<file path="src/rtl/hrp_pkg.sv">
// Shared types and constants of the HTTP request head parser.
`default_nettype none

package hrp_pkg;

  localparam int COUNT_WIDTH = 32;
  localparam int POS_WIDTH = 32;
  localparam logic [7:0] DIGIT_ZERO = 8'd48;

  typedef enum logic [4:0] {
    K_NUL, K_SPC, K_WHT, K_CR, K_LF, K_COL, K_COM, K_QUO, K_BSL, K_SLH, K_PLS, K_MIN,
    K_DOT, K_DIG, K_ETC, K_STR, K_E, K_G, K_T, K_P, K_H, K_O, K_S
  } char_class_t;

  typedef enum logic [2:0] {
    EV_NONE, EV_METHOD, EV_PATH, EV_MAJOR, EV_MINOR, EV_KEY, EV_VALUE
  } event_kind_t;

  typedef struct packed {
    logic [7:0]  data_byte;
    char_class_t cls;
  } hrp_item_t;

  // Bytes above 127 fall into the generic class.
  function automatic char_class_t classify(logic [7:0] b);
    char_class_t c;
    if (b[7]) begin
      c = K_ETC;
    end else begin
      case (b)
        8'h0A: c = K_LF;
        8'h0D: c = K_CR;
        8'h20: c = K_SPC;
        8'h22: c = K_QUO;
        8'h2A: c = K_STR;
        8'h2B: c = K_PLS;
        8'h2C: c = K_COM;
        8'h2D: c = K_MIN;
        8'h2E: c = K_DOT;
        8'h2F: c = K_SLH;
        8'h30, 8'h31, 8'h32, 8'h33, 8'h34,
        8'h35, 8'h36, 8'h37, 8'h38, 8'h39: c = K_DIG;
        8'h3A: c = K_COL;
        8'h45: c = K_E;
        8'h47: c = K_G;
        8'h48: c = K_H;
        8'h4F: c = K_O;
        8'h50: c = K_P;
        8'h53: c = K_S;
        8'h54: c = K_T;
        8'h5C: c = K_BSL;
        8'h7F: c = K_NUL;
        default: c = (b[6:5] == 2'b00) ? K_NUL : K_ETC;
      endcase
    end
    return c;
  endfunction

endpackage

`default_nettype wire

</file>
<file path="src/rtl/hrp_in_if.sv">
// Byte input channel of the HTTP request head parser.
`default_nettype none

interface hrp_in_if;
  logic       valid;
  logic       ready;
  logic [7:0] data_byte;

  modport source(output valid, output data_byte, input ready);
  modport sink(input valid, input data_byte, output ready);
endinterface

`default_nettype wire

</file>
<file path="src/rtl/hrp_out_if.sv">
// Result channel of the HTTP request head parser.
`default_nettype none

interface hrp_out_if;
  import hrp_pkg::*;

  logic                 valid;
  logic                 ready;
  logic                 accepted;
  event_kind_t          event_kind;
  logic [3:0]           event_value;
  logic [POS_WIDTH-1:0] byte_position;

  modport source(output valid, output accepted, output event_kind, output event_value,
                 output byte_position, input ready);
  modport sink(input valid, input accepted, input event_kind, input event_value,
               input byte_position, output ready);
endinterface

`default_nettype wire

</file>
<file path="src/rtl/hrp_front.sv">
// Front end: accepts bytes, classifies them and queues them for the parser.
`default_nettype none

module hrp_front (
  input  wire logic              clk,
  input  wire logic              rst,
  hrp_in_if.sink                 data,
  output hrp_pkg::hrp_item_t     q_item,
  output logic                   q_valid,
  input  wire logic              q_ready
);
  import hrp_pkg::*;

  hrp_item_t  entries [2];
  logic       wr_ptr;
  logic       rd_ptr;
  logic [1:0] count;
  logic       push;
  logic       pop;

  assign data.ready = (count != 2'd2);
  assign push = data.valid && data.ready;
  assign q_valid = (count != 2'd0);
  assign pop = q_valid && q_ready;
  assign q_item = entries[rd_ptr];

  always_ff @(posedge clk) begin
    if (rst) begin
      wr_ptr <= 1'b0;
      rd_ptr <= 1'b0;
      count <= 2'd0;
    end else begin
      if (push) begin
        wr_ptr <= ~wr_ptr;
      end
      if (pop) begin
        rd_ptr <= ~rd_ptr;
      end
      if (push && !pop) begin
        count <= count + 2'd1;
      end else if (pop && !push) begin
        count <= count - 2'd1;
      end
    end
  end

  always_ff @(posedge clk) begin
    if (push) begin
      entries[wr_ptr].data_byte <= data.data_byte;
      entries[wr_ptr].cls <= classify(data.data_byte);
    end
  end

endmodule

`default_nettype wire

</file>
<file path="src/rtl/hrp_back.sv">
// Back end: grammar state machine, byte counter and result register.
`default_nettype none

module hrp_back (
  input  wire logic              clk,
  input  wire logic              rst,
  input  wire hrp_pkg::hrp_item_t q_item,
  input  wire logic              q_valid,
  output logic                   q_ready,
  hrp_out_if.source              result
);
  import hrp_pkg::*;

  localparam logic [3:0] METHOD_GET = 4'd0;
  localparam logic [3:0] METHOD_POST = 4'd1;

  typedef enum logic [4:0] {
    S_GO, S_G1, S_G2, S_G3, S_P1, S_P2, S_P3, S_P4, S_PT, S_H1, S_H2, S_H3, S_H4,
    S_H5, S_H6, S_H7, S_H8, S_EL, S_ER, S_HK, S_HV
  } state_t;

  typedef enum logic [2:0] {
    ACT_MOVE, ACT_GET, ACT_POST, ACT_PATH, ACT_MAJ, ACT_MIN, ACT_KEY, ACT_REJECT
  } act_t;

  typedef struct packed {
    act_t   act;
    state_t target;
  } step_t;

  function automatic step_t next_step(state_t st, char_class_t c);
    step_t r;
    r.act = ACT_REJECT;
    r.target = st;
    unique case (st)
      S_GO: begin
        if (c == K_G) begin
          r = '{ACT_MOVE, S_G1};
        end else if (c == K_P) begin
          r = '{ACT_MOVE, S_P1};
        end
      end
      S_G1: if (c == K_E) r = '{ACT_MOVE, S_G2};
      S_G2: if (c == K_T) r = '{ACT_MOVE, S_G3};
      S_G3: if (c == K_SPC) r = '{ACT_GET, S_PT};
      S_P1: if (c == K_O) r = '{ACT_MOVE, S_P2};
      S_P2: if (c == K_S) r = '{ACT_MOVE, S_P3};
      S_P3: if (c == K_T) r = '{ACT_MOVE, S_P4};
      S_P4: if (c == K_SPC) r = '{ACT_POST, S_PT};
      S_PT: begin
        if (c == K_SPC) begin
          r = '{ACT_PATH, S_H1};
        end else if (c == K_SLH || c == K_PLS || c == K_MIN || c == K_DOT ||
                     c == K_DIG || c == K_ETC || c == K_E || c == K_G ||
                     c == K_T || c == K_P || c == K_H) begin
          r = '{ACT_MOVE, S_PT};
        end
      end
      S_H1: if (c == K_H) r = '{ACT_MOVE, S_H2};
      S_H2: if (c == K_T) r = '{ACT_MOVE, S_H3};
      S_H3: if (c == K_T) r = '{ACT_MOVE, S_H4};
      S_H4: if (c == K_P) r = '{ACT_MOVE, S_H5};
      S_H5: if (c == K_SLH) r = '{ACT_MOVE, S_H6};
      S_H6: if (c == K_DIG) r = '{ACT_MAJ, S_H7};
      S_H7: if (c == K_DOT) r = '{ACT_MOVE, S_H8};
      S_H8: if (c == K_DIG) r = '{ACT_MIN, S_EL};
      S_EL: begin
        if (c == K_CR) begin
          r = '{ACT_MOVE, S_ER};
        end else if (c == K_LF) begin
          r = '{ACT_MOVE, S_HK};
        end
      end
      S_ER: if (c == K_LF) r = '{ACT_MOVE, S_HK};
      S_HK: begin
        if (c == K_COL) begin
          r = '{ACT_KEY, S_HV};
        end else if (c == K_MIN || c == K_ETC || c == K_E || c == K_G ||
                     c == K_T || c == K_P || c == K_H) begin
          r = '{ACT_MOVE, S_HK};
        end
      end
      S_HV: begin
        // A value ends on CR or LF; after CR the parser still expects LF.
        if (c == K_CR) begin
          r = '{ACT_KEY, S_ER};
        end else if (c == K_LF) begin
          r = '{ACT_KEY, S_HK};
        end else if (c != K_NUL && c != K_WHT && c != K_O && c != K_S) begin
          r = '{ACT_MOVE, S_HV};
        end
      end
      default: r.act = ACT_REJECT;
    endcase
    return r;
  endfunction

  state_t                 state;
  state_t                 state_next;
  logic [COUNT_WIDTH-1:0] byte_count;
  logic [COUNT_WIDTH-1:0] byte_count_next;
  step_t                  step;
  logic                   fire;
  logic                   ok;
  event_kind_t            kind;
  logic [3:0]             value;
  logic [3:0]             digit;

  assign q_ready = !result.valid || result.ready;
  assign fire = q_valid && q_ready;
  assign byte_count_next = byte_count + COUNT_WIDTH'(1);
  assign digit = 4'(q_item.data_byte - DIGIT_ZERO);

  always_comb begin
    step = next_step(state, q_item.cls);
    state_next = step.target;
    ok = 1'b1;
    kind = EV_NONE;
    value = 4'd0;
    unique case (step.act)
      ACT_MOVE: kind = EV_NONE;
      ACT_GET: begin
        kind = EV_METHOD;
        value = METHOD_GET;
      end
      ACT_POST: begin
        kind = EV_METHOD;
        value = METHOD_POST;
      end
      ACT_PATH: kind = EV_PATH;
      ACT_MAJ: begin
        kind = EV_MAJOR;
        value = digit;
      end
      ACT_MIN: begin
        kind = EV_MINOR;
        value = digit;
      end
      ACT_KEY: kind = (state == S_HV) ? EV_VALUE : EV_KEY;
      ACT_REJECT: ok = 1'b0;
    endcase
  end

  always_ff @(posedge clk) begin
    if (rst) begin
      state <= S_GO;
      byte_count <= '0;
      result.valid <= 1'b0;
    end else begin
      if (fire) begin
        state <= state_next;
        byte_count <= byte_count_next;
        result.valid <= 1'b1;
      end else if (result.ready) begin
        result.valid <= 1'b0;
      end
    end
  end

  always_ff @(posedge clk) begin
    if (fire) begin
      result.accepted <= ok;
      result.event_kind <= kind;
      result.event_value <= value;
      result.byte_position <= POS_WIDTH'(byte_count_next);
    end
  end

endmodule

`default_nettype wire

</file>
<file path="src/rtl/http_request_head_parser_core.sv">
// Top level of the HTTP request head parser.
`default_nettype none

// Takes one byte of an HTTP request head per item and returns one result item per byte:
// whether the byte fits the request grammar, the event it completes (method, path end,
// version digits, header key or value end) and the running byte count. A new byte can be
// accepted every cycle while the queue has room and the result register is not held by
// back-pressure. Each byte is classified and written into the two-entry queue behind the
// classifier; the parser then looks it up in its combinational state table and writes its
// result item into the result register. A rejected byte leaves the parser state as it was,
// so the stream may continue after it.
module http_request_head_parser_core (
  input wire logic  clk,
  input wire logic  rst,
  hrp_in_if.sink    data,
  hrp_out_if.source result
);
  import hrp_pkg::*;

  hrp_item_t q_item;
  logic      q_valid;
  logic      q_ready;

  hrp_front u_front (
    .clk     (clk),
    .rst     (rst),
    .data    (data),
    .q_item  (q_item),
    .q_valid (q_valid),
    .q_ready (q_ready)
  );

  hrp_back u_back (
    .clk     (clk),
    .rst     (rst),
    .q_item  (q_item),
    .q_valid (q_valid),
    .q_ready (q_ready),
    .result  (result)
  );

`ifndef SYNTHESIS
  a_event_implies_accept: assert property (@(posedge clk) disable iff (rst)
    result.valid && result.event_kind != EV_NONE |-> result.accepted)
    else $error("event reported on a rejected byte");

  a_reject_clean: assert property (@(posedge clk) disable iff (rst)
    result.valid && !result.accepted |-> result.event_value == 4'd0)
    else $error("rejected byte carries an event value");

  a_full_queue_has_data: assert property (@(posedge clk) disable iff (rst)
    !data.ready |-> q_valid)
    else $error("input stalled while the queue is empty");
`endif

endmodule

`default_nettype wire
</file>
<file path="src/flat_wrapper.sv">
// flat-port wrapper written by rule: the top's interface ports become plain ports
module http_request_head_parser_core_flat import hrp_pkg::*;
  (clk, rst, data_valid, data_data_byte, data_ready, result_valid, result_accepted, result_event_kind, result_event_value, result_byte_position, result_ready);
  hrp_in_if data_i ();
  hrp_out_if result_i ();
  input wire logic clk;
  input wire logic rst;
  input wire logic [$bits(data_i.valid)-1:0] data_valid;
  input wire logic [$bits(data_i.data_byte)-1:0] data_data_byte;
  output wire logic [$bits(data_i.ready)-1:0] data_ready;
  output wire logic [$bits(result_i.valid)-1:0] result_valid;
  output wire logic [$bits(result_i.accepted)-1:0] result_accepted;
  output wire logic [$bits(result_i.event_kind)-1:0] result_event_kind;
  output wire logic [$bits(result_i.event_value)-1:0] result_event_value;
  output wire logic [$bits(result_i.byte_position)-1:0] result_byte_position;
  input wire logic [$bits(result_i.ready)-1:0] result_ready;
  assign data_i.valid = data_valid;
  assign data_i.data_byte = data_data_byte;
  assign data_ready = data_i.ready;
  assign result_valid = result_i.valid;
  assign result_accepted = result_i.accepted;
  assign result_event_kind = result_i.event_kind;
  assign result_event_value = result_i.event_value;
  assign result_byte_position = result_i.byte_position;
  assign result_i.ready = result_ready;
  http_request_head_parser_core u_core (.clk(clk), .rst(rst), .data(data_i), .result(result_i));
endmodule
</file>
<file path="config.mk">
export PLATFORM = sky130hd
export DESIGN_NAME = http_request_head_parser_core_flat
export DESIGN_NICKNAME = d
export VERILOG_FILES = /design/src/rtl/hrp_pkg.sv /design/src/rtl/hrp_in_if.sv /design/src/rtl/hrp_out_if.sv /design/src/rtl/hrp_front.sv /design/src/rtl/hrp_back.sv /design/src/rtl/http_request_head_parser_core.sv /design/src/flat_wrapper.sv
export SDC_FILE = /design/constraint.sdc
export NUM_CORES = 1
export LEC_CHECK = 0
export BUFFER_PORTS_ARGS = -buffer_cell sky130_fd_sc_hd__buf_2
export CORE_MARGIN = 3
export CORE_UTILIZATION = 54
export DETAILED_ROUTE_END_ITERATION = 6
export PLACE_DENSITY = 0.76
export SLEW_MARGIN = 20
export SYNTH_ARGS = -nofsm -noshare
export SYNTH_HDL_FRONTEND = slang
export SYNTH_SLANG_ARGS = --single-unit
export TNS_END_PERCENT = 5
</file>
<file path="constraint.sdc">
create_clock -name clk -period 2.5 [get_ports clk]
set_input_delay 0.375 -clock clk [delete_from_list [all_inputs] [get_ports clk]]
set_output_delay 0.375 -clock clk [all_outputs]
set_load 0.05 [all_outputs]
</file>
==> run metrics <==
status=finished, violations left; failing checks=setup timing; Max-slew headroom=0.494; Die Wd=110 um; Final Hold Viols=0; Crit. End Element=flip-flop; power per cell area=841 mW/mm2; Total Neg Setup Slack=-0.204 ns; Ys Warns=0; slowest stage cell, crit path=edfxtp_1; Hold Worst Slack=0.293 ns; critical path's largest stage delay=0.55 ns; type of the most critical hold path=in -> reg; Setup WS post-layout=-0.0744 ns; Nets=789; VDD IR max=0.759 mV; synthesized area per cell=9.17 um2; max_cap viols=0; multi-input logic area=0.00324 mm2; CTS tree=built; vias per inst=5.91; clock transition at the registers of the reported paths=0.10 ns; wire length per cell=16.8 um; critical path arrival=2.80 ns; ANT cells=0; Hold-fix buffers, CTS=0; Yosys cell types=82; final clock skew=0.0116 ns; final WL=15.4 mm; Reg2Reg Setup Slack=-0.07 ns; Placer Congestion=0.982; H-tree depth=3; vias in the first global route=5225; Area Growth Syn to Fin=25.9%; largest net degree at the start of global routing=30; register area share after synthesis=0.444; ys flop type=edfxtp_1; post-synthesis async set-or-reset flop share=0; Initial Utilization=0.561; CP Class=reg -> reg; Post-Syn Nets=654; crit-path cells=or3b_4, or3_4, nand3_1, nor2_2, a211oi_4, o2111ai_2, a31oi_1, o32ai_2; total core area=0.0105 mm2; Bufs on Longest Clock Path=2; WP data required=2.73 ns; top-count cell post-synth=nor2_1; cells on worst reg2reg path=8; period utilization=1.03; GR Overflow Total=0; boundary pin count=54; largest area contributor in the netlist=edfxtp_1; leakage=2.83 nW; share of cells above drive strength 1=0.305; Root Buffer=clkbuf_8; via count=5410; Die Y=110 um; HP Start=data_data_byte[2]; RR Endpoint=u_core.u_back.state[2]; RR Startpoint=u_core.u_front.entries[0][3]; DRC Markers=0; crit path max fanout=6; Critical path origin=u_core.u_front.entries[0][3]; first-iteration detailed-routing DRC count=452; Cell Rows=37; Seq. cell area=0.00261 mm2; EDFF count, synth=58; Worst setup SP type=flip-flop; die area=0.0122 mm2; FILL cells=790; Final setup viols=5; remaining antenna violation count after routing=0; Post-Synthesis Cells=640; clk_lat worst skew=0.36 ns; CTS sink cnt=101; DP HPWL=11.4 mm; Max Transition Viols Final=0; gr usage total=0.257; maximum clock rate=388 MHz; crit path to=u_core.u_back.state[2]; min Tclk post-route=2.57 ns; TritonCTS buffer count=9; most frequent cells after synthesis=80 x nor2_1, 58 x edfxtp_1, 53 x nand2_1; port bufs=53; top cell type's share of synthesized area=0.297; Initial DRT Pass Iterations=5; first-pass GRT wire length=24.8 mm; RSZ-0062 raised after global routing=yes; synth top area cells=edfxtp_1 30%, dfxtp_1 15%, nor2_1 5.1%; Worst Max-Slew Pin Slew=0.757 ns; initial antenna violation count=0; Syn Std Cell Area=0.00587 mm2; #FFs+latches synth=101
[per-stage QoR]
stage                     cells   util  instance area, um2  setup WS, ns  total power [mW]
after floorplan             640      -                5890      -0.00828              4.22
after global placement      896  0.666                6970       -0.0982              5.01
after detailed placement    896  0.666                6970        -0.201              5.08
after CTS                   916  0.695                7270       -0.0341              6.13
after global routing        916  0.706                7390        -0.198              6.51
final                       916  0.706                7390       -0.0744              6.21
[flip-flops by register name, summed over array words and instances, names as in the netlist, named ones only]
register	count
u_core.u_back.byte_count	32
u_core.u_back.result.byte_position	32
u_core.u_front.entries	18
u_core.u_back.state	5
u_core.u_back.result.event_value	4
u_core.u_back.result.event_kind	3
u_core.u_front.count	2
u_core.u_back.result.accepted	1
u_core.u_back.result.valid	1
u_core.u_front.rd_ptr	1
u_core.u_front.wr_ptr	1
[power by group]
group          switching (mW)  internal, mW
Sequential              0.160          2.22
Combinational            1.94         0.880
Clock                   0.575         0.434
[final cells by class]
type	count	area share
Sequential cell	101	0.353
Clock buffer	11	0.0207
Inverter	15	0.00762
Timing Repair Buffer	160	0.151
Tap cell	136	0.0230
Clock inverter	5	0.00559
Multi-Input combinational cell	488	0.439
[worst max-delay path, delay by kind of cell (launching register included)]
| family | cells | cell delay, ns |
|---|---|---|
| DFF | 1 | 0.55 |
| AOI/OAI and AO/OA | 4 | 0.90 |
| and+or+nand+nor | 4 | 0.99 |
[cell families after synthesis]
| family | synth area share |
|---|---|
| mux | 0.0158 |
| simple gates | 0.263 |
| flops | 0.444 |
| fa+ha+maj | 0.00426 |
| xor+xnor | 0.0821 |
| compound gates | 0.153 |
| buf+inv | 0.0382 |
[routing by layer]
| metal | GRT usage | wire, um | vias up | share of wire |
|---|---|---|---|---|
| li1 | - | - | 2616 | - |
| met1 | 0.332 | 6540 | 2535 | 0.42 |
| met2 | 0.441 | 7580 | 226 | 0.49 |
| met3 | 0.0478 | 970 | 33 | 0.063 |
| met4 | 0.0774 | 342 | 0 | 0.022 |
| met5 | 0 | 0 | - | 0 |
[timing repair]
action / 4_1_cts / 5_1_grt
setup endpoints to repair: 13 / 17
hold endpoints to repair: 0 / 0
pin swaps: 6 / 9
buffers inserted: 4 / 0
gates resized for setup: 16 / 30
[layout by cell type (no fill, tap or decap), types with 8 or more instances in the layout]
cell / count
a21oi_1: 37
nand2_1: 53
nor3_1: 12
xnor2_1: 25
inv_1: 13
nand3_1: 22
nand2b_1: 10
edfxtp_1: 58
buf_4: 102
buf_2: 53
or3_1: 22
o21ai_0: 36
dfxtp_1: 39
clkbuf_8: 9
xor2_1: 30
nor2_1: 77
nand4_1: 8
[how the worst min path moves through the flow]
stage	endpoint	slack (ns)	cells past startpoint
floorplan	u_core.u_back.byte_count[10]	0.46	2
global placement	u_core.u_back.byte_count[10]	0.47	2
detailed placement	u_core.u_back.result.valid	0.48	2
CTS	u_core.u_front.entries[0][7]	0.27	1
global route	u_core.u_front.entries[0][7]	0.28	1
finish	u_core.u_front.entries[1][7]	0.29	1
Note: power is estimated with default switching activity, not from simulation.
